## src/tbb_pkg.sv

```systemverilog
// -----------------------------------------------------------------------------
// tbb_pkg
// Shared types, codes and saturation helper for the transformed box bounds
// block.
// -----------------------------------------------------------------------------
package tbb_pkg;

   typedef logic signed [31:0] q_type;

   // register map, word index
   typedef enum logic [2:0] {
      REG_SHAPE_IS_SPHERE = 3'd0,
      REG_SPHERE_RADIUS   = 3'd1,
      REG_CENTER_X        = 3'd2,
      REG_CENTER_Y        = 3'd3,
      REG_CENTER_Z        = 3'd4,
      REG_EXTENT_X        = 3'd5,
      REG_EXTENT_Y        = 3'd6,
      REG_EXTENT_Z        = 3'd7
   } reg_idx_type;

   localparam logic [1:0] ROW_TRANSLATION = 2'd3;
   localparam int         CSR_ADDR_W      = 5;

   localparam logic signed [47:0] SAT_HI = 48'sh0000_7FFF_FFFF;
   localparam logic signed [47:0] SAT_LO = 48'shFFFF_8000_0000;

   // shape corners per axis, already saturated
   typedef struct packed {
      q_type [2:0] neg;
      q_type [2:0] pos;
      logic        sat;
   } corners_type;

   // one transform: linear rows (entry 3*r+k) and translation
   typedef struct packed {
      q_type [8:0] rows;
      q_type [2:0] trans;
   } job_type;

   typedef struct packed {
      logic    valid;
      job_type job;
   } push_type;

   typedef struct packed {
      logic full;
      logic head_valid;
   } qstat_type;

   // returns {saturated, value}
   function automatic logic [32:0] sat_q(input logic signed [47:0] v);
      logic [32:0] r;
      if (v > SAT_HI) begin
         r = {1'b1, 32'h7FFF_FFFF};
      end else if (v < SAT_LO) begin
         r = {1'b1, 32'h8000_0000};
      end else begin
         r = {1'b0, v[31:0]};
      end
      return r;
   endfunction

endpackage

```

## src/tbb_front.sv

```systemverilog
// -----------------------------------------------------------------------------
// tbb_front
// Takes matrix row words, keeps the linear rows, queues a transform job on
// every translation row.
// -----------------------------------------------------------------------------
module tbb_front
   import tbb_pkg::*;
(
   input  logic        clock,
   input  logic        reset,
   input  logic        req_valid,
   output logic        req_stall,
   input  logic [1:0]  req_row_index,
   input  logic [31:0] req_col_a,
   input  logic [31:0] req_col_b,
   input  logic [31:0] req_col_c,
   input  qstat_type   qstat,
   output push_type    push
);

   q_type [8:0] rows_ff, rows_in;
   q_type [2:0] cols;
   logic        accept;

   assign cols      = {req_col_c, req_col_b, req_col_a};
   assign req_stall = qstat.full;
   assign accept    = req_valid & ~qstat.full;

   always_comb begin
      rows_in = rows_ff;
      if (accept && req_row_index != ROW_TRANSLATION) begin
         for (int r = 0; r < 3; r++) begin
            if (req_row_index == 2'(r)) begin
               for (int k = 0; k < 3; k++) begin
                  rows_in[3*r+k] = cols[k];
               end
            end
         end
      end
   end

   always_ff @(posedge clock) begin
      if (reset) begin
         rows_ff <= '0;
      end else begin
         rows_ff <= rows_in;
      end
   end

   assign push.valid     = accept & (req_row_index == ROW_TRANSLATION);
   assign push.job.rows  = rows_ff;
   assign push.job.trans = cols;

endmodule

```

## config.mk

```make
export PLATFORM = sky130hd
export DESIGN_NAME = tbb_front
export DESIGN_NICKNAME = d
export VERILOG_FILES = /design/src/tbb_pkg.sv /design/src/tbb_front.sv
export SDC_FILE = /design/constraint.sdc
export NUM_CORES = 1
export LEC_CHECK = 0
export ABC_CLOCK_PERIOD_IN_PS = 1400
export BUFFER_PORTS_ARGS = -buffer_cell sky130_fd_sc_hd__buf_2
export CAP_MARGIN = 20
export CORE_AREA = 5 5 189 191
export CTS_CLUSTER_DIAMETER = 120
export DETAILED_ROUTE_END_ITERATION = 7
export DIE_AREA = 0 0 194 196
export MAX_ROUTING_LAYER = met4
export PLACE_DENSITY = 0.65
export SLEW_MARGIN = 15
export SYNTH_ARGS = -nofsm -noshare
export SYNTH_HDL_FRONTEND = slang
export SYNTH_SLANG_ARGS = --single-unit
export TNS_END_PERCENT = 50
```

## constraint.sdc

```tcl
create_clock -name clock -period 1.4 [get_ports clock]
set_clock_uncertainty 0.2 [all_clocks]
set_input_delay 0.21 -clock clock [delete_from_list [all_inputs] [get_ports clock]]
set_output_delay 0.21 -clock clock [all_outputs]
set_load 0.01 [all_outputs]
```

Yosys cells after proc, flatten, opt, wreduce, memory -nomap -nowiden
Index checks and enable logic that the tools add are counted.
{ "classes": {"n_eq_ne": 4, "bitwise": 3, "n_reduce_logical": 5} }
{ "op_table": {"columns": ["cell", "n"], "rows": [
  ["2-bit AND reduction", 3],
  ["2-bit == test (second input constant)", 2],
  ["1-bit AND", 2],
  ["2-bit by 1-bit == test with 1-bit output (second input constant)", 1],
  ["2-bit zero test", 1],
  ["2-bit != test (second input constant)", 1],
  ["1-bit logical AND", 1],
  ["1-bit NOT", 1]
]} }
{ "word_totals": {"ff_bits": 288, "input_bits": 103, "output_inout_bits": 386, "wordCells": 21} }

Longest topological paths before layout
{ "logic_depth": {"ltp_word": 4, "depth_mapped": 5, "ltp_nobuf": 2} }

Least setup slack after synthesis
OpenSTA, ideal clock, no wires.
{ "synth_path": {"path_type": "input port to flip-flop", "from": "in qstat[1] (netlist name)", "to": "reg rows_ff, in the netlist push[117]", "setup_time_ns": 0.120, "arrival_time_ns": 1.111, "t_required_ns": 1.080, "path_slack_ns": -0.031, "cell_stages": 4, "path_buffers": 2, "path_cell_list": "or4b_1 clkbuf_2 buf_6 mux2i_1"} }
{ "synth_between": {"elab_chain_cells": 4} }
{ "synth_lines": {"columns": ["item", "line", "source"], "rows": [
  ["start: declaration", "tbb_front.sv:17", "input qstat_type qstat,"],
  ["1-bit NOT", "tbb_front.sv:27", "assign accept = req_valid & ~qstat.full;"],
  ["1-bit AND", "tbb_front.sv:27", null],
  ["1-bit logical AND", "tbb_front.sv:31", "if (accept && req_row_index != ROW_TRANSLATION) begin"],
  ["2-bit AND reduction (no source line)", null, null],
  ["end signal: assignment", "tbb_front.sv:46", "rows_ff <= rows_in;"],
  ["end: declaration", "tbb_front.sv:21", "q_type [8:0] rows_ff, rows_in;"]
]} }
No other way between the ends.
A chain may end at the register's enable or synchronous reset.

Worst setup path after layout
{ "layout_path": {"from": "reg rows_ff, in the netlist push[275]", "to": "out push[275] (netlist name)"} }
{ "layout_lines": {"columns": ["item", "line", "source"], "rows": [
  ["end: declaration", "tbb_front.sv:18", "output push_type push"]
]} }
No word-level cell between the ends.

==> metrics <==
status complete, but fails checks; violated checks negative hold slack, negative setup slack; WL met3 2490 microns; area leader, netlist dfxtp_1; synth cell count leaders nand2b_1 (384), dfxtp_1 (288), mux2i_1 (288); Top Layer Used met4; post-layout min period 1.44 ns; 1st-iter DRT viols between 150 and 200; vias in the first global route approximately 11000; crit-path cells buf_6; ANT nets after route 0; IO Port Bufs slightly below 500; drt drc 0; Mapped Nets between 1000 and 1500; Synth area leaders dfxtp_1 (47%), mux2i_1 (24%), nand2b_1 (20%), buf_4 (6.9%), clkbuf_1 (1.4%); Fin Setup TNS -0.581 ns; CP max stage delay around 0.36 ns; Cell Area, Synth 12200 sq um; first drt pass iteration count 4; Worst VDD drop just under 0.8 mV; Slew HR 0.785; delay-heaviest family, CP flip-flops; Finished Layout Cells approximately 2200; n_diodes 0; die footprint ~38000 sq um; max_cap viols 0; Cell variety after synth 13; synth-to-layout area growth 61.5%; detailed placement HPWL 25400 microns; final WL a little under 40000 microns; Slowest-stage cell, CP dfxtp_4; Hold Crit Start qstat[1]; H-tree depth 1; final critical-path share of the clock period 1.03; CTS root buf clkbuf_16; layout cells sized above 1 0.555; Ys Warns 0; Pins Over Slew Limit 0; Crit Path Max Fanout 2; WL met1 about 15000 microns; crit path DAT about 1.0 ns; global-route wire length before repair between 50000 and 60000 microns; final setup fails 77; hold-fix buffer count after cts between 90 and 100; Crit path buffers/inverters 1; cell count after synthesis 1139; # clock sinks approximately 290; share of flip-flops with an asynchronous set or reset 0; Vias about 10000; clock buffer depth 3; Crit Path Class register to primary output; Wirelength per Cell ~18 microns; Worst Max-Slew Pin Slew approximately 0.32 ns; count leader, synth nand2b_1; fill count about 2600; Post-synth EDFFs 0; cts bufs inserted 30; CP Launch Type register; Yosys reg bits roughly 290; # rows 68; Initial Util 0.360; total global routing overflow 0; post-synthesis area per instance around 11 sq um; floorplan core area approximately 34000 sq um; Die Ht slightly below 200 microns; Crit. Startpoint push[275]; CTS tree done; Die W about 190 microns; final hold vios 2; Crit. End Element primary output; io pins 489; Hold Slack -0.0225 ns; RSZ-0062 raised after global routing yes; worst hold path type input pin to register; Synth top area share 0.472; largest net degree at the start of global routing between 40 and 50; Total GRT Usage 0.195; Via density approximately 4.6; Placer Congestion roughly 0.83; main flop type after synthesis dfxtp_1; Leak roughly 9.5 nW; Clock Latency Late Sink roughly 0.54 ns; initial antenna violation count 0; reg-to-reg startpoint push[160]; P per Cell Area 966 nW/um^2; dpl cells 1964; sequential area share after synthesis 0.472; met2 WL a little over 20000 microns; fmax 697 MHz; PnR worst setup slack -0.0354 ns; CTS clk-pin slew, worst paths around 0.060 ns; WP data required slightly below 1 ns; max reg flops between 200 and 300; Final #Nets ~1800
-- per-layer routing --
metal  vias up  GRT usage
li1       4779          -
met1      4790      0.214
met2       372      0.350
met3        82     0.0483
met4         0     0.0612
met5         -          -
-- logic make-up (layout without fill, tap and decap cells) --
kind of cell | count (synthesis) | count (layout) | share of synthesized area
simple gates | 390 | 390 | 0.202
flops | 288 | 288 | 0.472
buf+inv | 173 | 778 | 0.0900
mux | 288 | 288 | 0.236
-- metrics by stage --
stage | utilization | cell area [sq um] | worst slack [ns] | total power [mW] | hold slack (ns)
after floorplan | - | 12200 | -0.0307 | 9.71 | 0.208
after global placement | 0.439 | 14900 | -0.178 | 10.4 | 0.254
after detailed placement | 0.439 | 14900 | -0.208 | 10.4 | 0.260
after CTS | 0.566 | 19200 | -0.0762 | 19.1 | 0.0717
after global routing | 0.581 | 19700 | -0.0703 | 19.8 | -0.0147
final | 0.581 | 19700 | -0.0354 | 19.1 | -0.0225
-- placed cells by master (no fill, tap or decap), types with 5 or more instances in the layout --
master         instances
dlygate4sd3_1         96
nand2b_1             383
dfxtp_2              285
clkbuf_1               5
buf_12                24
mux2i_1              288
buf_4                115
clkbuf_16             31
clkbuf_8              11
buf_6                289
buf_2                198
-- cell type report --
cell class,instances,area [sq um],area share
repair buffers,725,6610,0.335
flip-flops and latches,288,6130,0.311
multi-input cells,678,5400,0.274
clock inverters,6,82.6,0.00418
well taps,455,569,0.0288
clock buffers,47,946,0.0479
-- what timing repair did --
action                                 4_1_cts  5_1_grt
endpoints found under the hold margin      288        2
setup endpoints to repair                  288      351
resized for setup                          602        8
buffers inserted                            19       66
-- final timing paths --
check                   end  slack, ns  cells after the start
setup / recovery  push[275]      -0.04                      1
hold / removal    push[162]      -0.02                      4
setup reg to reg  push[160]       0.38                      4
hold reg to reg   push[184]       0.27                      2
-- where the power goes --
part	internal [mW]	switching (mW)	total (mW)
Combinational	1.26	0.980	2.24
Clock	4.96	3.32	8.28
Sequential	8.41	0.140	8.55
Total	14.6	4.44	19.1
(Power assumes the default switching activity.)
