==> src/tbb_pkg.sv <==
// -----------------------------------------------------------------------------
// tbb_pkg
// Shared types, codes and saturation helper for the transformed box bounds
// block.
// -----------------------------------------------------------------------------
package tbb_pkg;

   typedef logic signed [31:0] q_type;

   // register map, word index
   typedef enum logic [2:0] {
      REG_SHAPE_IS_SPHERE = 3'd0,
      REG_SPHERE_RADIUS   = 3'd1,
      REG_CENTER_X        = 3'd2,
      REG_CENTER_Y        = 3'd3,
      REG_CENTER_Z        = 3'd4,
      REG_EXTENT_X        = 3'd5,
      REG_EXTENT_Y        = 3'd6,
      REG_EXTENT_Z        = 3'd7
   } reg_idx_type;

   localparam logic [1:0] ROW_TRANSLATION = 2'd3;
   localparam int         CSR_ADDR_W      = 5;

   localparam logic signed [47:0] SAT_HI = 48'sh0000_7FFF_FFFF;
   localparam logic signed [47:0] SAT_LO = 48'shFFFF_8000_0000;

   // shape corners per axis, already saturated
   typedef struct packed {
      q_type [2:0] neg;
      q_type [2:0] pos;
      logic        sat;
   } corners_type;

   // one transform: linear rows (entry 3*r+k) and translation
   typedef struct packed {
      q_type [8:0] rows;
      q_type [2:0] trans;
   } job_type;

   typedef struct packed {
      logic    valid;
      job_type job;
   } push_type;

   typedef struct packed {
      logic full;
      logic head_valid;
   } qstat_type;

   // returns {saturated, value}
   function automatic logic [32:0] sat_q(input logic signed [47:0] v);
      logic [32:0] r;
      if (v > SAT_HI) begin
         r = {1'b1, 32'h7FFF_FFFF};
      end else if (v < SAT_LO) begin
         r = {1'b1, 32'h8000_0000};
      end else begin
         r = {1'b0, v[31:0]};
      end
      return r;
   endfunction

endpackage

==> src/tbb_csr.sv <==
// -----------------------------------------------------------------------------
// tbb_csr
// Shape registers behind the APB port and the registered shape corners.
// -----------------------------------------------------------------------------
module tbb_csr
   import tbb_pkg::*;
(
   input  logic                  clock,
   input  logic                  reset,
   input  logic                  csr_psel,
   input  logic                  csr_penable,
   input  logic                  csr_pwrite,
   input  logic [CSR_ADDR_W-1:0] csr_paddr,
   input  logic [31:0]           csr_pwdata,
   output logic [31:0]           csr_prdata,
   output corners_type           corners
);

   logic              sphere_ff;
   logic [30:0]       radius_ff;
   q_type [2:0]       center_ff;
   logic [2:0][30:0]  extent_ff;
   corners_type       corners_ff, corners_in;
   logic              wr_en;
   reg_idx_type       idx;

   assign wr_en = csr_psel & csr_penable & csr_pwrite;
   assign idx   = reg_idx_type'(csr_paddr[CSR_ADDR_W-1:2]);

   always_ff @(posedge clock) begin
      if (reset) begin
         sphere_ff  <= 1'b0;
         radius_ff  <= '0;
         center_ff  <= '0;
         extent_ff  <= '0;
         corners_ff <= '0;
      end else begin
         corners_ff <= corners_in;
         if (wr_en) begin
            unique case (idx)
               REG_SHAPE_IS_SPHERE: sphere_ff    <= csr_pwdata[0];
               REG_SPHERE_RADIUS:   radius_ff    <= csr_pwdata[30:0];
               REG_CENTER_X:        center_ff[0] <= csr_pwdata;
               REG_CENTER_Y:        center_ff[1] <= csr_pwdata;
               REG_CENTER_Z:        center_ff[2] <= csr_pwdata;
               REG_EXTENT_X:        extent_ff[0] <= csr_pwdata[30:0];
               REG_EXTENT_Y:        extent_ff[1] <= csr_pwdata[30:0];
               REG_EXTENT_Z:        extent_ff[2] <= csr_pwdata[30:0];
            endcase
         end
      end
   end

   always_comb begin
      unique case (idx)
         REG_SHAPE_IS_SPHERE: csr_prdata = {31'b0, sphere_ff};
         REG_SPHERE_RADIUS:   csr_prdata = {1'b0, radius_ff};
         REG_CENTER_X:        csr_prdata = center_ff[0];
         REG_CENTER_Y:        csr_prdata = center_ff[1];
         REG_CENTER_Z:        csr_prdata = center_ff[2];
         REG_EXTENT_X:        csr_prdata = {1'b0, extent_ff[0]};
         REG_EXTENT_Y:        csr_prdata = {1'b0, extent_ff[1]};
         REG_EXTENT_Z:        csr_prdata = {1'b0, extent_ff[2]};
      endcase
   end

   // center +/- half extent, a sphere uses its radius on all axes
   always_comb begin
      logic [30:0]        half;
      logic signed [47:0] c48, h48;
      logic [32:0]        p, n;
      corners_in = '0;
      for (int k = 0; k < 3; k++) begin
         half = sphere_ff ? radius_ff : extent_ff[k];
         c48  = {{16{center_ff[k][31]}}, center_ff[k]};
         h48  = {17'b0, half};
         p    = sat_q(c48 + h48);
         n    = sat_q(c48 - h48);
         corners_in.pos[k] = p[31:0];
         corners_in.neg[k] = n[31:0];
         corners_in.sat    = corners_in.sat | p[32] | n[32];
      end
   end

   assign corners = corners_ff;

endmodule

==> config.mk <==
export PLATFORM = sky130hd
export DESIGN_NAME = tbb_csr
export DESIGN_NICKNAME = d
export VERILOG_FILES = /design/src/tbb_pkg.sv /design/src/tbb_csr.sv
export SDC_FILE = /design/constraint.sdc
export NUM_CORES = 1
export LEC_CHECK = 0
export BUFFER_PORTS_ARGS = -buffer_cell sky130_fd_sc_hd__buf_2
export CELL_PAD_IN_SITES_DETAIL_PLACEMENT = 1
export CELL_PAD_IN_SITES_GLOBAL_PLACEMENT = 2
export CORE_MARGIN = 4
export CORE_UTILIZATION = 35
export DETAILED_ROUTE_END_ITERATION = 10
export PLACE_DENSITY = 0.87
export SLEW_MARGIN = 5
export SYNTH_ARGS = -nofsm -noshare
export SYNTH_HDL_FRONTEND = slang
export SYNTH_SLANG_ARGS = --single-unit
==> constraint.sdc <==
create_clock -name clock -period 5.6 [get_ports clock]
set_input_delay 0.28 -clock clock [delete_from_list [all_inputs] [get_ports clock]]
set_output_delay 0.28 -clock clock [all_outputs]
set_load 0.1 [all_outputs]
After elaboration in Yosys (flattened, before gate mapping)
Cells that the tools add are included.
{"block": "classes", "bitwise_logic": 7, "n_mux": 16, "n_addsub": 6, "eq_ne": 7, "reduce_logical": 15, "n_lt_le_gt_ge": 12}
{"operator": "$mux W33", "count": 12}
{"operator": "$pmux W32 S8", "count": 1}
{"operator": "$gt A33 B32 Y1 const B", "count": 6}
{"operator": "$lt A33 B32 Y1 const B", "count": 6}
{"operator": "$add A32 B32 Y33", "count": 3}
{"operator": "$sub A32 B32 Y33", "count": 3}
{"operator": "$mux W31", "count": 3}
{"operator": "$reduce_and A2 Y1", "count": 8}
{"operator": "$eq A3 B3 Y1 const B", "count": 4}
{"operator": "$reduce_or A2 Y1", "count": 6}
{"operator": "$eq A3 B2 Y1 const B", "count": 2}
{"operator": "$or A1 B1 Y1", "count": 5}
{"operator": "$eq A3 B1 Y1 const B", "count": 1}
{"operator": "$logic_not A3 Y1", "count": 1}
{"operator": "$and A1 B1 Y1", "count": 2}
{"block": "totals", "in_bits": 42, "regBits": 414, "word_cells": 84, "output_inout_bits": 225}

Longest topological paths before layout
Gate-level depths: netlist of the first run.
{"block": "logic_depth", "ltp_word": 10, "mapped_depth": 19, "depth_no_buf": 15}

Least setup slack after synthesis of the first run
OpenSTA, ideal clock, no wires.
{"block": "synth_timing", "path_kind": "reg2reg", "from": "reg sphere_ff", "to": "reg corners_ff, in the netlist corners[170]", "stages_incl_launch_ff": 20, "t_arrival_ns": 4.013, "required_ns": 5.483, "setup_ns": 0.117, "period_less_slack_ns": 4.130, "path_slack_ns": 1.470, "n_path_buf": 4, "path_cell_list": "dfxtp_1 clkbuf_1 clkbuf_1 buf_1 nand2_1 o21ai_0 ha_1 inv_1 fa_1 a211oi_1 o21bai_1 o211ai_1 a21oi_1 o31a_1 a21oi_1 o31ai_1 o31a_2 nand2_2 buf_2 nor2_1"}
{"block": "synth_between", "elab_chain_cells": 5, "word_cells_on_any_way": 6, "classes_between": "add/sub (1); order compare (2); mux (3)"}
{"element": "start, declared", "line": "tbb_csr.sv:19", "text": "logic sphere_ff;"}
{"element": "start signal, assigned", "line": "tbb_csr.sv:41", "text": "REG_SHAPE_IS_SPHERE: sphere_ff <= csr_pwdata[0];"}
{"element": "$mux W31 (*)", "line": "tbb_csr.sv:74", "text": "half = sphere_ff ? radius_ff : extent_ff[k];"}
{"element": "$sub A32 B32 Y33 (*)", "line": "tbb_csr.sv:78", "text": "n = sat_q(c48 - h48);"}
{"element": "$lt A33 B32 Y1", "line": "tbb_pkg.sv:56", "text": "end else if (v < SAT_LO) begin"}
{"element": "$mux W33", "line": "tbb_pkg.sv:56"}
{"element": "$mux W33 (*)", "line": "tbb_pkg.sv:54", "text": "if (v > SAT_HI) begin"}
{"element": "end signal, assigned", "line": "tbb_csr.sv:38", "text": "corners_ff <= corners_in;"}
{"element": "end, declared", "line": "tbb_csr.sv:23", "text": "corners_type corners_ff, corners_in;"}
Mark *: on every way between the ends. The rest lies on a longest branch, timed or not.
A chain may end at the register's enable or synchronous reset.

Worst setup path after layout of the first run
{"block": "layout_timing", "from": "reg sphere_ff", "to": "reg corners_ff, in the netlist corners[70]"}
{"block": "layout_between", "elab_chain_cells": 5, "word_cells_on_any_way": 6, "classes_between": "add/sub (1); order compare (2); mux (3)"}
{"element": "$mux W31 (*)", "line": "tbb_csr.sv:74"}
{"element": "$add A32 B32 Y33 (*)", "line": "tbb_csr.sv:77", "text": "p = sat_q(c48 + h48);"}
{"element": "$lt A33 B32 Y1", "line": "tbb_pkg.sv:56"}
{"element": "$mux W33", "line": "tbb_pkg.sv:56"}
{"element": "$mux W33 (*)", "line": "tbb_pkg.sv:54"}
Marks and branches as above.

==> results of run 1 <==
-- sequential cells by signal (all words and copies together), names as in the netlist --
register	flops
corners	193
center_ff	96
extent_ff	93
radius_ff	31
sphere_ff	1
-- layout make-up --
type                            count  area [um2]
Tap cell                          969        1210
Timing Repair Buffer              335        1960
Inverter                          305        1140
Clock buffer                       66        1400
Sequential cell                   414        8290
Fill cell                        9183       44100
Multi-Input combinational cell   2560       16100
Antenna cell                        1        2.50
Clock inverter                     25         400
-- cell usage after synthesis (10+ instances only) --
cell	number	share of area
nand4_1	14	0.0033
clkbuf_1	162	0.023
nor2_1	225	0.032
o21ai_0	152	0.029
a222oi_1	10	0.0038
and3_1	15	0.0036
o31ai_1	23	0.0066
nor2b_1	32	0.0076
a31oi_1	28	0.0066
or3_1	10	0.0024
a211oi_1	17	0.0048
buf_2	33	0.0063
xnor2_1	133	0.044
a21oi_1	477	0.091
ha_1	202	0.096
nor4_1	15	0.0036
a22oi_1	10	0.0028
dfxtp_1	414	0.31
buf_1	18	0.0026
nor3_1	42	0.0080
mux4_2	13	0.011
xor2_1	23	0.0076
a221oi_1	22	0.0073
nand3_1	39	0.0074
nand2_1	601	0.086
mux2_2	16	0.0068
mux2i_1	17	0.0065
o21a_1	107	0.030
a22o_1	16	0.0053
o211ai_1	18	0.0051
a21o_1	39	0.011
nand2b_1	30	0.0071
o21bai_1	54	0.015
o21ai_2	12	0.0040
inv_1	303	0.043
-- per-layer routing --
metal | track usage | wire [um] | up-vias
li1 | - | - | 12200
met1 | 0.350 | 47900 | 12800
met2 | 0.442 | 50600 | 803
met3 | 0.0409 | 6620 | 178
met4 | 0.0989 | 4440 | 6
met5 | 0 | 43 | -
-- power by group --
part / total, mW / switching, mW / internal [mW]
logic: 2.05 / 1.64 / 0.412
registers: 3.13 / 0.0515 / 3.08
clock network: 3.58 / 1.40 / 2.18
total: 8.76 / 3.09 / 5.67
-- layout by cell type (no fill, tap or decap), types with 10 or more instances in the layout --
| master | synthesis | layout |
|---|---|---|
| nand4_1 | 14 | 14 |
| a221oi_1 | 22 | 22 |
| o211ai_1 | 18 | 18 |
| nand2_1 | 601 | 598 |
| a22oi_1 | 10 | 10 |
| buf_2 | 33 | 262 |
| a21oi_1 | 477 | 477 |
| nor3_1 | 42 | 40 |
| xnor2_1 | 133 | 133 |
| o31ai_1 | 23 | 23 |
| a211oi_1 | 17 | 17 |
| a222oi_1 | 10 | 10 |
| xor2_1 | 23 | 23 |
| and3_1 | 15 | 12 |
| a31oi_1 | 28 | 27 |
| nand3_1 | 39 | 36 |
| mux4_2 | 13 | 13 |
| nor4_1 | 15 | 15 |
| inv_1 | 303 | 303 |
| o21ai_0 | 152 | 152 |
| a21o_1 | 39 | 39 |
| o21ai_2 | 12 | 12 |
| mux2i_1 | 17 | 17 |
| o21a_1 | 107 | 107 |
| nor2b_1 | 32 | 30 |
| dfxtp_1 | 414 | 413 |
| a22o_1 | 16 | 16 |
| clkbuf_16 | 0 | 50 |
| nor2_1 | 225 | 223 |
| mux2_2 | 16 | 16 |
| or3_1 | 10 | 10 |
| o21bai_1 | 54 | 54 |
| ha_1 | 202 | 202 |
| buf_4 | 0 | 43 |
| nand2b_1 | 30 | 30 |
| dlygate4sd3_1 | 0 | 27 |
-- cells by family after synthesis --
logic type | Yosys count
buffers and inverters | 521
and+or+nand+nor | 1075
DFF | 414
adders and majority gates | 208
AOI/OAI and AO/OA | 1074
muxes | 47
xor gates and xnor gates | 156
-- through the flow --
step / std cells / worst slack [ps] / instance area, um2 / util
floorplan: 3495 / 1470 / 26300 / -
global placement: 4556 / 802 / 28400 / 0.381
detailed placement: 4556 / 740 / 28400 / 0.381
CTS: 4674 / 708 / 30500 / 0.409
global route: 4675 / 457 / 30500 / 0.409
finish: 4675 / 619 / 30500 / 0.409
-- worst reg2reg max path, cell delays in order, from the launching register on --
cell,delay (ps)
dfxtp_4,740
buf_4,310
o21a_1,340
ha_1,330
buf_4,200
or3_4,410
or4_1,530
a21oi_2,250
o22ai_1,200
o21bai_1,190
a21o_1,220
a41o_1,290
mux2_4,360
or2_4,380
o21ai_0,160
-- path summary, 6_finish.rpt --
kind | cells after the start | end
setup / recovery | 14 | corners[70]
hold / removal | 3 | center_ff[0]
setup reg to reg | 14 | corners[70]
hold reg to reg | 2 | extent_ff[39]
==> results.json, run 1 <==
{
  "status": "complete, no violations",
  "path_delay_family": "compound AO/OA/AOI/OAI gates",
  "peakVddDrop_mv": 0.212,
  "cts_tree": "built",
  "clock_skew_ps": 27.1,
  "syn_avg_cell_area_um2": 7.54,
  "clk_path_buf_depth": 3,
  "path_clk_slew_ps": 60,
  "grt_max_degree": 199,
  "drt_iter0_markers": 2191,
  "power.density_nw_per_um2": 287,
  "crit_type": "register to register",
  "synth-adder-area-share": 0.101,
  "start_util": 0.353,
  "row_count": 100,
  "io_pins": 267,
  "r2r_slack_ps": 620,
  "max_freq_ghz": 0.201,
  "tns_ps": 0,
  "endpoint_kind": "register",
  "place_congestion": 0.936,
  "path_buf_inv": 2,
  "p_total_mw": 8.76,
  "yosysUniqueCellTypes": 92,
  "cp_cell_sequence": "buf_4, o21a_1, ha_1, buf_4, or3_4, or4_1, a21oi_2, o22ai_1, o21bai_1, a21o_1, a41o_1, mux2_4, or2_4, o21ai_0",
  "grt.total_usage": 0.266,
  "p_leak_nw": 13.6,
  "ys_warn_count": 0,
  "start_kind": "register",
  "drt-vias-per-instance": 5.57,
  "required_ps": 6120,
  "cts.sinks": 414,
  "cts_buffers": 49,
  "wirelength_um": 110000,
  "place.detailed.hpwl_um": 81800,
  "final_nets": 3915,
  "grt_pass1_vias": 25800,
  "slowest_stage": "dfxtp_4",
  "core_um2": 74600,
  "io_buffers": 264,
  "max_slew_margin": 0.168,
  "drive_above_1_share": 0.130,
  "drv_slew": 0,
  "setup_viol": 0,
  "cts_resized": 0,
  "grt_overflow_total": 0,
  "clock-root-buffer": "clkbuf_16",
  "synth_edf_count": 0,
  "ctsHoldBuffers": 27,
  "async_reset_ff_frac": 0,
  "syn_to_final_growth_pct": 15.8,
  "rsz0062_at_grt": "false",
  "antenna_found_initial": 6,
  "vias": 26000,
  "hold_viol_final": 0,
  "synth-seq-cells": 414,
  "timing.final.crit_share": 0.889,
  "synth_flop_cell": "dfxtp_1",
  "slowest_delay_ps": 740,
  "holdCritStartpoint": "csr_pwdata[0]",
  "synth_compound_area_frac": 0.255,
  "holdWs_ps": 24.3,
  "mappedNetlistNets": 3745,
  "crit_start": "sphere_ff",
  "path_common_cell": "buf_4",
  "muxShareOfSynthArea": 0.0250,
  "synth-seq-area-share": 0.315,
  "synth_area_um2": 26300,
  "syn-instance-count": 3495,
  "final_antenna_net_count": 0,
  "r2r-start": "sphere_ff",
  "first_pass_iters": 7,
  "grt_pass1_wl_um": 162000,
  "worst-slew-pin-transition_ps": 1240,
  "die_area_um2": 79700,
  "fin_crit_ps": 4980,
  "wl_per_cell_um": 23.4,
  "cts_setup_buffers": 0,
  "arrival_ps": 5500,
  "synthSimpleGateAreaFrac": 0.176,
  "hold_path_class": "primary input to register",
  "clock_latency_ps": 620,
  "drv_cap": 0,
  "drc": 0,
  "dieHeight_um": 282,
  "cp_max_fo": 48,
  "htree_levels": 2,
  "die_x_um": 282,
  "yosys.area_share.xor_xnor": 0.0519,
  "synth_top_family_by_area": "compound AO/OA/AOI/OAI gates"
}
Note: power is estimated with default switching activity, not from simulation.
==> run 2, diff against run 1 <==
clock period = 4.7 ns   (was 5.6 ns; I/O delays follow)
==> run 2 against run 1 <==
Die area is the same. Sequential power grew 19%. Combinational power rose by 23%. Wire length is 1.8% higher. Non-clock buffer count increased by 80. Sequential share of layout area down 0.46 points. Design area rose by 1.7%. Critical path depth is 1 lower. Setup slack worse by 380 ps. Final cell count grew 1.8%. Clock power increased by 9.5%. Power increased by 16%. Critical path type unchanged. Critical endpoint is now corners[76]. Highest routed layer unchanged.
==> results.json, run 2 (synthesized netlist as in run 1, its figures left out) <==
{
  "grt_pass1_wl_um": 164000,
  "cp_max_fo": 31,
  "final_core_util": 0.416,
  "final_common_cell": "nand2_1",
  "grt.total_usage": 0.269,
  "place_congestion": 0.951,
  "use_met1": 0.354,
  "cts_setup_buffers": 0,
  "wirelength_um": 112000,
  "grt_max_degree": 193,
  "path_buf_inv": 1,
  "wl_per_cell_um": 23.4,
  "cts_tree": "built",
  "syn_to_final_growth_pct": 17.8,
  "setup_viol": 0,
  "status": "complete, no violations",
  "start_kind": "register",
  "endpoint_kind": "register",
  "hold_path_class": "primary input to register",
  "rsz0062_at_grt": "false",
  "grt_overflow_total": 0,
  "max_freq_ghz": 0.224,
  "final_antenna_net_count": 0,
  "drv_slew": 0,
  "htree_levels": 2,
  "io_buffers": 264,
  "row_count": 100,
  "cts.sinks": 414,
  "timing.final.crit_share": 0.950,
  "r2r.worst_path.cells": 13,
  "crit_type": "register to register",
  "drive_above_1_share": 0.147,
  "use_met3": 0.0432,
  "vias": 26300,
  "cp_cell_sequence": "buf_12, o21a_1, ha_1, or3_4, or4_1, a21oi_2, o22ai_1, o21bai_1, a21o_1, a41o_1, mux2_4, or2_4, o21ai_0",
  "dieHeight_um": 282,
  "arrival_ps": 4970,
  "final_area_um2": 31000,
  "path_delay_family": "compound AO/OA/AOI/OAI gates",
  "p_leak_nw": 14.0,
  "postPlaceCellArea_um2": 29000,
  "clock_latency_ps": 610,
  "max_slew_margin": 0.307,
  "drv_cap": 0,
  "cts_buffers": 50,
  "core_um2": 74600,
  "drt_iter0_markers": 2250,
  "first_pass_iters": 6,
  "path_clk_slew_ps": 60,
  "hold_depth": 2,
  "drc": 0,
  "tns_ps": 0,
  "layout_common_cells": "598 x nand2_1, 477 x a21oi_1, 413 x dfxtp_1, 303 x inv_1, 262 x buf_2",
  "cp.depth": 13,
  "worst-slew-pin-transition_ps": 1040,
  "place.detailed.hpwl_um": 84700,
  "start_util": 0.353,
  "clock-root-buffer": "clkbuf_16",
  "die_area_um2": 79700,
  "required_ps": 5200,
  "clock_skew_ps": 23.5,
  "io_pins": 267,
  "final_nets": 3996,
  "slowest_delay_ps": 580,
  "die_x_um": 282,
  "antenna_found_initial": 4,
  "power.density_nw_per_um2": 328,
  "drt-vias-per-instance": 5.52,
  "slowest_stage": "dfxtp_4",
  "largest_reg_flops": 193,
  "nFillCells": 9167,
  "fin_crit_ps": 4460,
  "hold_viol_final": 0,
  "grt_util_met2": 0.449,
  "clk_path_buf_depth": 3,
  "grt_pass1_vias": 26000,
  "gr-max-usage-layer": "met2",
  "peakVddDrop_mv": 0.258
}
run 2: changes by cell type in the layout (fill, tap and decap cells not counted), moves of 3 or more:
| cell | delta |
|---|---|
| clkinv_4 | -3 |
| buf_12 | +5 |
| clkinv_2 | +4 |
| diode_2 | +3 |
| dlygate4sd3_1 | +5 |
| buf_4 | +70 |
| clkbuf_8 | +4 |
| bufinv_16 | -8 |
run 2: worst register-to-register path: cells and delay by family (launching register included):
| family | cells | cell delay (ps) |
|---|---|---|
| DFF | 1 | 580 |
| and+or+nand+nor | 3 | 1280 |
| buffers and inverters | 1 | 260 |
| adders and majority gates | 1 | 320 |
| muxes | 1 | 330 |
| AOI/OAI and AO/OA | 7 | 1600 |
run 2: metal layers:
layer	part of all wire	vias up
met5	0.00012	-
met4	0.038	2
met3	0.069	163
met2	0.46	830
met1	0.43	12900
li1	-	12400
run 2: path summary, 6_finish.rpt:
path / slack (ps) / startpoint / to
setup / recovery: 240 / sphere_ff / corners[76]
hold / removal: 60 / reset / corners[160]
setup reg to reg: 240 / sphere_ff / corners[76]
hold reg to reg: 460 / extent_ff[37] / extent_ff[37]
run 2: layout make-up:
class	instances	area (um2)	area share
antenna	4	10.0	0.000323
multi-input combinational	2560	16100	0.518
tap	969	1210	0.0391
timing repair buffer	415	2640	0.0849
clock buffer	71	1480	0.0477
inverter	305	1140	0.0369
sequential	414	8290	0.267
clock inverter	21	176	0.00569
run 2: repair_timing:
item                                   4_1_cts  5_1_grt
endpoints found under the hold margin      219        0
hold buffers                                32        0
resized for setup                            0        0
run 2: report_power, final:
group	internal, mW	switching [mW]
Sequential	3.67	0.0641
Clock	2.26	1.66
Combinational	0.546	1.97
run 2: through the flow:
step / hold WS [ps] / worst slack (ps) / total power [mW] / std cells
floorplan: 371 / 570 / 5.66 / 3495
global placement: 442 / 341 / 6.28 / 4631
detailed placement: 450 / 285 / 6.29 / 4631
CTS: 47.7 / 255 / 10.2 / 4755
global route: 70.2 / 28.7 / 10.5 / 4756
finish: 61.8 / 237 / 10.2 / 4759
