--- src/tbb_pkg.sv ---
// -----------------------------------------------------------------------------
// tbb_pkg
// Shared types, codes and saturation helper for the transformed box bounds
// block.
// -----------------------------------------------------------------------------
package tbb_pkg;

   typedef logic signed [31:0] q_type;

   // register map, word index
   typedef enum logic [2:0] {
      REG_SHAPE_IS_SPHERE = 3'd0,
      REG_SPHERE_RADIUS   = 3'd1,
      REG_CENTER_X        = 3'd2,
      REG_CENTER_Y        = 3'd3,
      REG_CENTER_Z        = 3'd4,
      REG_EXTENT_X        = 3'd5,
      REG_EXTENT_Y        = 3'd6,
      REG_EXTENT_Z        = 3'd7
   } reg_idx_type;

   localparam logic [1:0] ROW_TRANSLATION = 2'd3;
   localparam int         CSR_ADDR_W      = 5;

   localparam logic signed [47:0] SAT_HI = 48'sh0000_7FFF_FFFF;
   localparam logic signed [47:0] SAT_LO = 48'shFFFF_8000_0000;

   // shape corners per axis, already saturated
   typedef struct packed {
      q_type [2:0] neg;
      q_type [2:0] pos;
      logic        sat;
   } corners_type;

   // one transform: linear rows (entry 3*r+k) and translation
   typedef struct packed {
      q_type [8:0] rows;
      q_type [2:0] trans;
   } job_type;

   typedef struct packed {
      logic    valid;
      job_type job;
   } push_type;

   typedef struct packed {
      logic full;
      logic head_valid;
   } qstat_type;

   // returns {saturated, value}
   function automatic logic [32:0] sat_q(input logic signed [47:0] v);
      logic [32:0] r;
      if (v > SAT_HI) begin
         r = {1'b1, 32'h7FFF_FFFF};
      end else if (v < SAT_LO) begin
         r = {1'b1, 32'h8000_0000};
      end else begin
         r = {1'b0, v[31:0]};
      end
      return r;
   endfunction

endpackage

--- src/tbb_queue.sv ---
// -----------------------------------------------------------------------------
// tbb_queue
// Short job queue between front and back end.
// -----------------------------------------------------------------------------
module tbb_queue
   import tbb_pkg::*;
#(
   parameter int DEPTH = 2
)
(
   input  logic      clock,
   input  logic      reset,
   input  push_type  push,
   input  logic      pop,
   output qstat_type qstat,
   output job_type   head
);

   localparam int PTR_W = (DEPTH > 1) ? $clog2(DEPTH) : 1;
   localparam int CNT_W = $clog2(DEPTH + 1);

   job_type          mem_ff [DEPTH];
   logic [PTR_W-1:0] wr_ptr_ff, wr_ptr_in, rd_ptr_ff, rd_ptr_in;
   logic [CNT_W-1:0] count_ff, count_in;
   logic             do_push, do_pop;

   assign qstat.full       = (count_ff == CNT_W'(DEPTH));
   assign qstat.head_valid = (count_ff != '0);
   assign do_push          = push.valid & ~qstat.full;
   assign do_pop           = pop & qstat.head_valid;
   assign head             = mem_ff[rd_ptr_ff];

   always_comb begin
      wr_ptr_in = wr_ptr_ff;
      rd_ptr_in = rd_ptr_ff;
      count_in  = count_ff;
      if (do_push) begin
         wr_ptr_in = (wr_ptr_ff == PTR_W'(DEPTH - 1)) ? '0 : wr_ptr_ff + 1'b1;
      end
      if (do_pop) begin
         rd_ptr_in = (rd_ptr_ff == PTR_W'(DEPTH - 1)) ? '0 : rd_ptr_ff + 1'b1;
      end
      if (do_push && !do_pop) begin
         count_in = count_ff + 1'b1;
      end else if (!do_push && do_pop) begin
         count_in = count_ff - 1'b1;
      end
   end

   always_ff @(posedge clock) begin
      if (reset) begin
         wr_ptr_ff <= '0;
         rd_ptr_ff <= '0;
         count_ff  <= '0;
      end else begin
         wr_ptr_ff <= wr_ptr_in;
         rd_ptr_ff <= rd_ptr_in;
         count_ff  <= count_in;
      end
   end

   always_ff @(posedge clock) begin
      if (do_push) begin
         mem_ff[wr_ptr_ff] <= push.job;
      end
   end

endmodule

--- config.mk ---
export PLATFORM = sky130hd
export DESIGN_NAME = tbb_queue
export DESIGN_NICKNAME = d
export VERILOG_FILES = /design/src/tbb_pkg.sv /design/src/tbb_queue.sv
export SDC_FILE = /design/constraint.sdc
export NUM_CORES = 1
export LEC_CHECK = 0
export BUFFER_PORTS_ARGS = -buffer_cell sky130_fd_sc_hd__buf_2
export CAP_MARGIN = 30
export CORE_AREA = 2 2 300 302
export CTS_CLUSTER_SIZE = 24
export DETAILED_ROUTE_END_ITERATION = 16
export DIE_AREA = 0 0 302 304
export PLACE_DENSITY = 0.64
export SYNTH_ARGS = -nofsm -noshare
export SYNTH_HDL_FRONTEND = slang
export SYNTH_SLANG_ARGS = --single-unit
export TNS_END_PERCENT = 50
--- constraint.sdc ---
create_clock -name clock -period 13.4 [get_ports clock]
set_input_delay 2.68 -clock clock [delete_from_list [all_inputs] [get_ports clock]]
set_output_delay 2.68 -clock clock [all_outputs]
set_load 0.005 [all_outputs]
# Word level (Yosys, flattened, before mapping)
# Memory sizes are Yosys's and may differ from the RTL's. A register that Yosys moved wholly into a read port is not among the register bits.
# Cells that the tools add are included.
[word_totals] reg_bits=4 mem_bits_rw=768 output_inout_bits=386 n_memories=1
[mem_list] memory="mem_ff" words=2 word_bits=384 rd=1 rd_clocked_by_memory_dff=1 write_ports=1 line_no="tbb_queue.sv:22" rtl="job_type mem_ff [DEPTH];"
[classes] addsub=4 eq_ne=1 muxes=8 bitwise=3 n_reduce_logical=6
[ops] op="1-bit two-way mux" n=6
[ops] op="2-bit two-way mux" n=2
[ops] op="2-bit nonzero test" n=2
[ops] op="1-bit adder, second input constant" n=2
[ops] op="2-bit by 1-bit adder with 2-bit output, second input constant" n=1
[ops] op="1-bit AND" n=2
[ops] op="2-bit == test, second input constant" n=1
[ops] op="1-bit logical AND" n=2
[ops] op="1-bit logical NOT" n=2
[ops] op="2-bit by 1-bit subtractor with 2-bit output, second input constant" n=1
[ops] op="1-bit NOT" n=1

# Logic depth before layout (Yosys ltp)
# Gate-level depths: netlist (run 1).
[logic_depth] word_depth=7 mapped_depth=6 depth_no_buf=6

# Worst setup path after synthesis (run 1)
# OpenSTA, ideal clock, no wires.
[synth_timing] path_kind="input to register" from="input push[384] (netlist bit)" to="memory mem_ff[1][0] (netlist bit), enable pin" setup_time_ns=0.797 arrival_ns=11.559 slack_ns=1.044 cell_stages=3 path_buffers=0 path_cell_list="inv_1 -> nor2_1 -> and2_1"
[synth_between] elab_chain_len=3
[synth_lines] item="start: declaration" line_no="tbb_queue.sv:13" rtl="input push_type push,"
[synth_lines] item="1-bit AND" line_no="tbb_queue.sv:29" rtl="assign do_push = push.valid & ~qstat.full;"
[synth_lines] item="1-bit two-way mux" line_no="tbb_queue.sv:63" rtl="if (do_push) begin"
[synth_lines] item="1-bit two-way mux (not written as such)" line_no="tbb_queue.sv:64" rtl="mem_ff[wr_ptr_ff] <= push.job;"
[synth_lines] item="end: declaration" line_no="tbb_queue.sv:22"
# No other way between the ends.

==> results of run 1 <==
## through the flow
stage	utilization, %	worst slack [ns]
floorplan	-	1.044
global placement	38.68	7.327
detailed placement	38.71	7.282
CTS	41.58	6.951
global route	41.62	7.228
finish	41.63	7.410
## synth_stat cells
library cell,instances
or3_1,2
a21oi_1,2
ha_1,1
and2_1,1
xor2_1,3
buf_6,28
dfxtp_1,5
nor2b_1,1
inv_1,2
buf_8,11
buf_2,2
o21ai_0,3
nor2_1,4
mux2_2,24
buf_12,2
edfxtp_1,768
or2_2,1
mux2_4,360
## worst max-delay path, stage by stage, from the launching register on
cell and delay, ns:
dfxtp_4 0.80, buf_4 0.60, buf_4 0.30, buf_16 0.34, mux2_2 0.38, buf_2 0.12
## routing by layer
layer / track usage (%) / part of all wire, % / up-vias
li1: - / - / 6552
met1: 13.56 / 35 / 7152
met2: 24.65 / 52 / 625
met3: 5.319 / 9.8 / 125
met4: 5.883 / 3.1 / 10
met5: 0 / 0.099 / -
## cells by family after synthesis
group	after synthesis
adders and majority gates	1
buffers and inverters	45
AOI/OAI and AO/OA	5
muxes	384
xor gates and xnor gates	3
DFF	773
and+or+nand+nor	9
## power by group
| group | switching [uW] | leakage, uW | internal, uW | total, uW |
|---|---|---|---|---|
| Clock | 894 | 0.00124 | 1240 | 2140 |
| Sequential | 97.2 | 0.00721 | 3040 | 3140 |
| Combinational | 805 | 0.00586 | 937 | 1740 |
| Total | 1800 | 0.0143 | 5220 | 7020 |
## layout by cell type, fill, tap and decap left out
| cell type | instances |
|---|---|
| buf_12 | 4 |
| dfxtp_4 | 1 |
| diode_2 | 8 |
| xor2_1 | 3 |
| bufinv_16 | 5 |
| mux2_2 | 24 |
| ha_1 | 1 |
| nor2_1 | 4 |
| inv_6 | 4 |
| clkinv_1 | 29 |
| a21oi_1 | 2 |
| nor2b_1 | 1 |
| or2_2 | 1 |
| or3_1 | 2 |
| buf_4 | 7 |
| clkinv_8 | 3 |
| buf_2 | 773 |
| inv_1 | 1 |
| o21ai_0 | 3 |
| clkinvlp_4 | 1 |
| dfxtp_1 | 4 |
| clkbuf_1 | 16 |
| clkinv_2 | 8 |
| clkbuf_16 | 84 |
| buf_16 | 2 |
| and2_4 | 1 |
| edfxtp_1 | 768 |
| mux2_4 | 360 |
| inv_8 | 1 |
## area by class of cell
type	count	area [um^2]	area share [%]
Sequential cell	773	23170	62.49
Clock buffer	100	2162	5.833
Tap cell	1176	1471	3.969
Antenna cell	8	20.02	0.05400
Timing Repair Buffer	786	4056	10.94
Clock inverter	50	390.4	1.053
Multi-Input combinational cell	402	5788	15.61
Inverter	2	15.01	0.04050
## path summary, 6_finish.rpt
check	to	slack [ns]	depth (start not counted)
setup reg to reg	mem_ff[0][86]	9.64	5
hold / removal	count_ff[1]	0.53	2
hold reg to reg	count_ff[1]	0.53	2
setup / recovery	head[0]	7.41	5
## sequential cells by signal, indices dropped and copies added, names as in the netlist, named ones only
name	cells
mem_ff	768
rd_ptr_ff	1
wr_ptr_ff	1
count_ff	2
==> results.json, run 1 <==
{
  "status": "finished clean",
  "syn_avg_cell_area_um2": 24.17,
  "postCtsResizedCells": 0,
  "yosysSeqAreaShare_pct": 78.55,
  "synth_compound_gate_area_share_pct": 0.08487,
  "min-delay-path-class": "register to register",
  "startpoint_type": "register",
  "place.gp.congestion": 0.8056,
  "design.die.area_um2": 91810,
  "ir_worst_vdd_mv": 0.1266,
  "max_freq_ghz": 0.1669,
  "p_leak_uw": 0.01431,
  "synth-xor-area-share_pct": 0.08911,
  "area_growth_pct": 25.72,
  "dpl.hpwl_um": 44970,
  "via_count": 14464,
  "period_needed_ns": 5.990,
  "synth.top_cell.area_share_pct": 78.21,
  "critPathMaxFanout": 55,
  "cts-buffers-inserted": 82,
  "fin_skew_ns": 0.02239,
  "drt_iter0_markers": 725,
  "grt_pass1_vias": 15616,
  "cts_tree": "built",
  "synth-simple-area-share_pct": 0.1570,
  "power.density_nw_per_um2": 189.4,
  "worst_pin_slew_ns": 1.119,
  "grt_overflow": 0,
  "synth_fa_ha_area_share_pct": 0.04243,
  "synth-seq-cells": 773,
  "fin_nets": 2436,
  "worstPathRequired_ns": 10.72,
  "ys_types": 18,
  "ctsRootBufferMaster": "clkbuf_16",
  "fillCellCount": 7854,
  "clk_path_buf_depth": 3,
  "initial_core_util_pct": 33.11,
  "clkTransAtPathRegs_ns": 0.06,
  "min_from": "count_ff[1]",
  "tns_ns": 0,
  "fin_crit_sh_pct": 44.70,
  "rsz0062_at_grt": "no",
  "dieWidth_um": 302,
  "core_area_um2": 89050,
  "grt_pass1_wl_um": 93810,
  "hold_viol": 0,
  "grt_max_degree": 138,
  "end_kind": "output port",
  "cts_setup_buffers": 0,
  "drt-vias-per-instance": 4.387,
  "synthMuxAreaShare_pct": 19.25,
  "syn_inst": 1220,
  "cts_num_sinks": 773,
  "die_h_um": 304,
  "max-cap-violations": 0,
  "dp_cells": 3138,
  "synth.area.top_cells": "edfxtp_1 78%, mux2_4 18%, buf_6 1.1%",
  "routedWlPerCell_um": 19.62,
  "yosysWarnings": 0,
  "io_buffers": 773,
  "hold_buffers": 0,
  "regToRegStartpoint": "count_ff[0]",
  "synthesis.area_um2": 29490,
  "ios": 774,
  "power.total_uw": 7020,
  "antenna_found_initial": 16,
  "synth_top_family_by_area": "multiplexers",
  "slew_headroom_pct": 25.42,
  "finalNonFillerCells": 3297,
  "cts_max_level": 3,
  "yosysTopAreaCell": "edfxtp_1",
  "drc": 0,
  "fin_area_um2": 37070,
  "drt-pass1-iter-count": 4,
  "clock_latency_ns": 0.64,
  "place_area_um2": 34470,
  "maxSlewViolCount": 0,
  "wirelength_um": 64690,
  "ant_nets": 0,
  "holdWs_ns": 0.5350,
  "syn_nets": 1609,
  "crit_type": "register to output port",
  "setup_violations": 0,
  "drive_gt1_share_pct": 60.53,
  "worstPathArrival_ns": 3.31,
  "track_usage_pct": 13.56,
  "std_cell_rows": 110
}
No activity file was read; power rests on OpenSTA's default activity.
==> run 2: changes to the inputs <==
Clock period 13.4 ns to 6.1 ns, I/O delays scaled along.
==> run 2 against run 1 <==
Against the previous run:
- global-route usage up 0.068 points
- critical path depth fell by 1
- wire length grew 0.58%
- sequential cell count unchanged
- final cell count grew 0.88%
- sequential share of layout area decreased by 0.44 points
- sequential power up 120%
- worst hold slack worse by 0.024 ns
- first-iteration DRC count up 4.6%
- die area did not move
- register-to-register slack worse by 6.1 ns
- final area increased by 0.71%
- critical path type unchanged
- critical endpoint is now head[321]
- largest cell class unchanged
==> results.json, run 2 (synthesis gave the netlist of run 1 again) <==
{
  "fillCellCount": 7824,
  "startpoint_type": "register",
  "p_leak_uw": 0.01445,
  "routedWlPerCell_um": 19.56,
  "finalNonFillerCells": 3326,
  "min_from": "wr_ptr_ff",
  "drc": 0,
  "drive_gt1_share_pct": 61.49,
  "cts_setup_buffers": 0,
  "place.gp.congestion": 0.8240,
  "min-delay-path-class": "register to register",
  "dieWidth_um": 302,
  "layout.cells.most_common": "buf_2",
  "max_freq_ghz": 0.2709,
  "end_kind": "output port",
  "dp_cells": 3163,
  "dpl.hpwl_um": 47080,
  "setup_violations": 0,
  "slew_headroom_pct": 48.23,
  "track_usage_pct": 13.63,
  "grt_pass1_wl_um": 93830,
  "period_needed_ns": 3.691,
  "cts_tree": "built",
  "ios": 774,
  "critPathBufInv": 3,
  "ir_worst_vdd_mv": 0.3074,
  "ant_nets": 0,
  "clkTransAtPathRegs_ns": 0.06,
  "critPathTopFamily": "buffers and inverters",
  "cpMostUsedCell": "buf_12",
  "status": "finished clean",
  "critPathMaxFanout": 50,
  "path_cells": "buf_12 > buf_12 > mux2_4 > buf_2",
  "via_count": 14531,
  "die_h_um": 304,
  "tns_ns": 0,
  "cts-buffers-inserted": 81,
  "grt_pass1_vias": 15721,
  "cts_max_level": 3,
  "std_cell_rows": 110,
  "max-cap-violations": 0,
  "power.total_uw": 15460,
  "grt_max_degree": 115,
  "worst_pin_slew_ns": 0.7749,
  "final-seq-area_um2": 23170,
  "fin_crit_sh_pct": 60.51,
  "hold_viol": 0,
  "rsz0062_at_grt": "no",
  "fin_skew_ns": 0.01139,
  "regMostFlops": "mem_ff",
  "drt_iter0_markers": 758,
  "multi_input_area_um2": 5793,
  "slowest_stage": "dfxtp_4",
  "crit_type": "register to output port",
  "crit_path_max_incr_delay_ns": 0.61,
  "largest_registers": "mem_ff x768, count_ff x2",
  "largest_register_ffs": 768,
  "area_growth_pct": 26.61,
  "core_area_um2": 89050,
  "worstPathArrival_ns": 2.47,
  "initial_core_util_pct": 33.11,
  "cts_num_sinks": 773,
  "io_buffers": 773,
  "design.die.area_um2": 91810,
  "fin_nets": 2460,
  "maxSlewViolCount": 0,
  "wirelength_um": 65070,
  "hold_buffers": 0,
  "clock_latency_ns": 0.63,
  "ctsRootBufferMaster": "clkbuf_16",
  "drt-vias-per-instance": 4.369,
  "drt-pass1-iter-count": 5,
  "regToRegStartpoint": "count_ff[1]",
  "final_util_pct": 41.93,
  "clk_path_buf_depth": 3,
  "holdWs_ns": 0.5108,
  "worstPathRequired_ns": 4.88,
  "postCtsResizedCells": 0,
  "antenna_found_initial": 29,
  "power.density_nw_per_um2": 414.0,
  "final_cell_mix": "773 x buf_2, 768 x edfxtp_1, 360 x mux2_4",
  "grt_overflow": 0
}
run 2: changes by cell type in the layout (fill, tap and decap cells not counted), moves of 2 or more:
cell / delta
clkinv_1: -13
clkbuf_1: +4
clkbuf_8: +4
buf_4: +22
buf_12: +4
inv_6: -2
clkinvlp_4: +4
diode_2: +5
clkinv_4: +2
run 2: layer usage:
layer / up-vias / wire, um / track usage, % / part of all wire (%)
met1: 7107 / 22800 / 13.68 / 35
met3: 147 / 6716 / 5.819 / 10
li1: 6606 / - / - / -
met4: 28 / 2171 / 6.056 / 3.3
met5: - / 205 / 0 / 0.32
met2: 643 / 33180 / 24.29 / 51
run 2: area by class of cell:
type	instances	share of cell area, %
clock inverter	42	0.9786
tap	1176	3.941
antenna	13	0.08714
multi-input combinational	402	15.52
inverter	2	0.06368
timing repair buffer	811	11.45
sequential	773	62.05
clock buffer	107	5.912
run 2: path summary, 6_finish.rpt:
check | end | slack [ns] | cells after the start
setup / recovery | head[321] | 2.41 | 4
hold / removal | wr_ptr_ff | 0.51 | 2
setup reg to reg | mem_ff[0][179] | 3.58 | 4
hold reg to reg | wr_ptr_ff | 0.51 | 2
run 2: metrics by stage:
step	instance area (um^2)	setup WS (ns)
after detailed placement	34710	2.630
after global placement	34680	2.592
after floorplan	29510	-1.422
after CTS	37280	1.914
after global routing	37330	2.255
final	37330	2.409
run 2: power by group:
group / switching [uW] / internal [uW]
combinational: 1810 / 2080
sequential: 189 / 6670
clock: 1970 / 2730
total: 3970 / 11500
run 2: worst register-to-register path, cell delays in order (launching register included):
cell and delay, ns:
dfxtp_1 0.36, nor2b_1 0.28, or3_4 0.20, clkinvlp_4 0.60, buf_12 0.52
==> run 3: changes to the inputs <==
Settings changed: ABC_AREA set to 1.
Clock period 6.1 ns to 3.7 ns, I/O delays scaled along.
==> run 3 against run 2 <==
Against the previous run:
- clock-buffer cell count is 6 lower
- highest routed layer unchanged
- sequential share of layout area is 0.15 points lower
- via count is 1.1% higher
- first-iteration DRC count is 3.7% lower
- synthesized area hardly changed
- sequential power is 66% higher
- final cell count is 0.15% higher
==> results.json, run 3 <==
{
  "ant_nets": 0,
  "max-cap-violations": 0,
  "period_needed_ns": 3.027,
  "slowest_stage": "dfxtp_4",
  "cts_setup_buffers": 0,
  "drc": 0,
  "hold_buffers": 0,
  "syn_avg_cell_area_um2": 23.95,
  "tns_ns": 0,
  "path_cells": "buf_12 > buf_4 > mux2_2 > buf_2",
  "routedWlPerCell_um": 20.00,
  "grt_overflow": 0,
  "rsz0062_at_grt": "no",
  "fin_skew_ns": 0.02234,
  "final-seq-area_um2": 23170,
  "grt_pass1_vias": 15987,
  "ys_types": 16,
  "std_cell_rows": 110,
  "drive_gt1_share_pct": 60.96,
  "io_buffers": 773,
  "yosysWarnings": 0,
  "final_util_pct": 42.03,
  "dieWidth_um": 302,
  "power.density_nw_per_um2": 666.2,
  "place.gp.congestion": 0.8297,
  "power.total_uw": 24930,
  "r2r-end": "mem_ff[1][173]",
  "ios": 774,
  "synth-simple-area-share_pct": 0.2459,
  "synth-seq-cells": 773,
  "multi_input_area_um2": 5812,
  "drt-pass1-iter-count": 4,
  "synth.top_cell.area_share_pct": 78.15,
  "largest_registers": "mem_ff x768, count_ff x2",
  "synth-xor-area-share_pct": 0,
  "layout_setup_ws_ns": 0.6730,
  "ys_async_sr_fraction_pct": 0,
  "drt-vias-per-instance": 4.409,
  "crit_type": "register to output port",
  "maxSlewViolCount": 0,
  "antenna_found_initial": 28,
  "fin_crit_sh_pct": 81.81,
  "p_leak_uw": 0.01449,
  "fin_nets": 2468,
  "design.die.area_um2": 91810,
  "syn_nets": 1621,
  "crit_path_max_incr_delay_ns": 0.49,
  "ctsRootBufferMaster": "clkbuf_16",
  "synth_fa_ha_area_share_pct": 0.04240,
  "grt_max_degree": 127,
  "status": "finished clean",
  "clkTransAtPathRegs_ns": 0.06,
  "clk_path_buf_depth": 3,
  "synth.area.top_cells": "edfxtp_1 78%, mux2_4 18%, buf_6 1.1%",
  "setup_violations": 0,
  "regMostFlops": "mem_ff",
  "synth_top_family_by_area": "multiplexers",
  "largest_register_ffs": 768,
  "cts_tree": "built",
  "yosysTopAreaCell": "edfxtp_1",
  "area_growth_pct": 26.83,
  "critPathMaxFanout": 32,
  "syn_inst": 1232,
  "via_count": 14687,
  "max_freq_ghz": 0.3304,
  "synth_compound_gate_area_share_pct": 0.08480,
  "hold_viol": 0,
  "worstPathArrival_ns": 2.29,
  "critPathBufInv": 3,
  "layout.cells.most_common": "buf_2",
  "track_usage_pct": 14.14,
  "holdWs_ns": 0.2794,
  "postCtsResizedCells": 0,
  "regToRegStartpoint": "count_ff[1]",
  "worstPathRequired_ns": 2.96,
  "min-delay-path-class": "primary input to register",
  "final_cell_mix": "773 x buf_2, 768 x edfxtp_1, 360 x mux2_4",
  "ir_worst_vdd_mv": 0.5235,
  "crit_end": "head[377]",
  "r2r_cells": 5,
  "r2r_slack_ns": 1.72,
  "synthesis.area_um2": 29510,
  "core_area_um2": 89050,
  "yosysSeqAreaShare_pct": 78.49,
  "synthMuxAreaShare_pct": 19.23,
  "cts_max_level": 3,
  "netlist_top_cells_count": "768 x edfxtp_1, 360 x mux2_4, 28 x buf_6",
  "worst_pin_slew_ns": 0.8260,
  "slew_headroom_pct": 44.93,
  "grt_pass1_wl_um": 96800,
  "synth.most_common_cell": "edfxtp_1",
  "synth_edf_count": 768,
  "initial_core_util_pct": 33.14,
  "drt_iter0_markers": 730,
  "path_depth": 4,
  "cts-buffers-inserted": 83,
  "die_h_um": 304,
  "wirelength_um": 66620,
  "clock_latency_ns": 0.64,
  "fillCellCount": 7837,
  "critPathTopFamily": "buffers and inverters",
  "dpl.hpwl_um": 47520,
  "yosys_most_used_dff": "edfxtp_1",
  "post-place-ws_ns": 1.298,
  "startpoint_type": "register",
  "end_kind": "output port",
  "cts_num_sinks": 773
}
==> run 3: cell count changes in the layout (fill, tap and decap cells not counted), moves of 3 or more <==
cell / delta
inv_6: +3
inv_1: +8
diode_2: +3
nand2_1: +7
xor2_1: -3
clkbuf_8: -4
buf_12: +12
buf_4: -17
==> run 3: through the flow <==
step                      area, um^2  cells
after floorplan                29530   1232
final                          37420   3331
after detailed placement       34840   3170
after CTS                      37380   3315
after global placement         34840   3170
after global routing           37410   3327
==> run 3: routing by layer <==
layer | share of wire (%) | up-vias | GRT usage [%]
met1 | 35 | 7318 | 14.63
li1 | - | 6637 | -
met2 | 52 | 576 | 25.04
met3 | 9.2 | 144 | 5.176
met5 | 0.13 | - | 0
met4 | 3.9 | 12 | 6.942
==> run 3: logic make-up after synthesis <==
kind of cell / Yosys count
mux: 384
flops: 773
simple gates: 18
buf+inv: 51
fa+ha+maj: 1
compound gates: 5
==> run 3: layout make-up <==
class	instances	area share [%]
clock inverter	44	1.073
clock buffer	101	5.730
sequential	773	61.90
inverter	8	0.08024
multi-input combinational	408	15.53
timing repair buffer	805	11.65
tap	1176	3.932
antenna	16	0.1070
==> run 3: power by group <==
group          leakage, uW  total (uW)  switching, uW  internal, uW
registers          0.00720       11400            300         11100
logic              0.00606        5800           2750          3050
clock network      0.00123        7760           3330          4430
==> run 3: worst min path at each step <==
stage                      to  cells after the start       from  slack, ns
2_1_floorplan        register                      2  rd_ptr_ff       0.46
3_3_place_gp        rd_ptr_ff                      2  rd_ptr_ff       0.48
3_5_place_dp        rd_ptr_ff                      2  rd_ptr_ff       0.52
4_1_cts        mem_ff[1][199]                      1  push[199]       0.20
5_1_grt        mem_ff[1][177]                      1  push[177]       0.23
6_report       mem_ff[1][199]                      1  push[199]       0.28
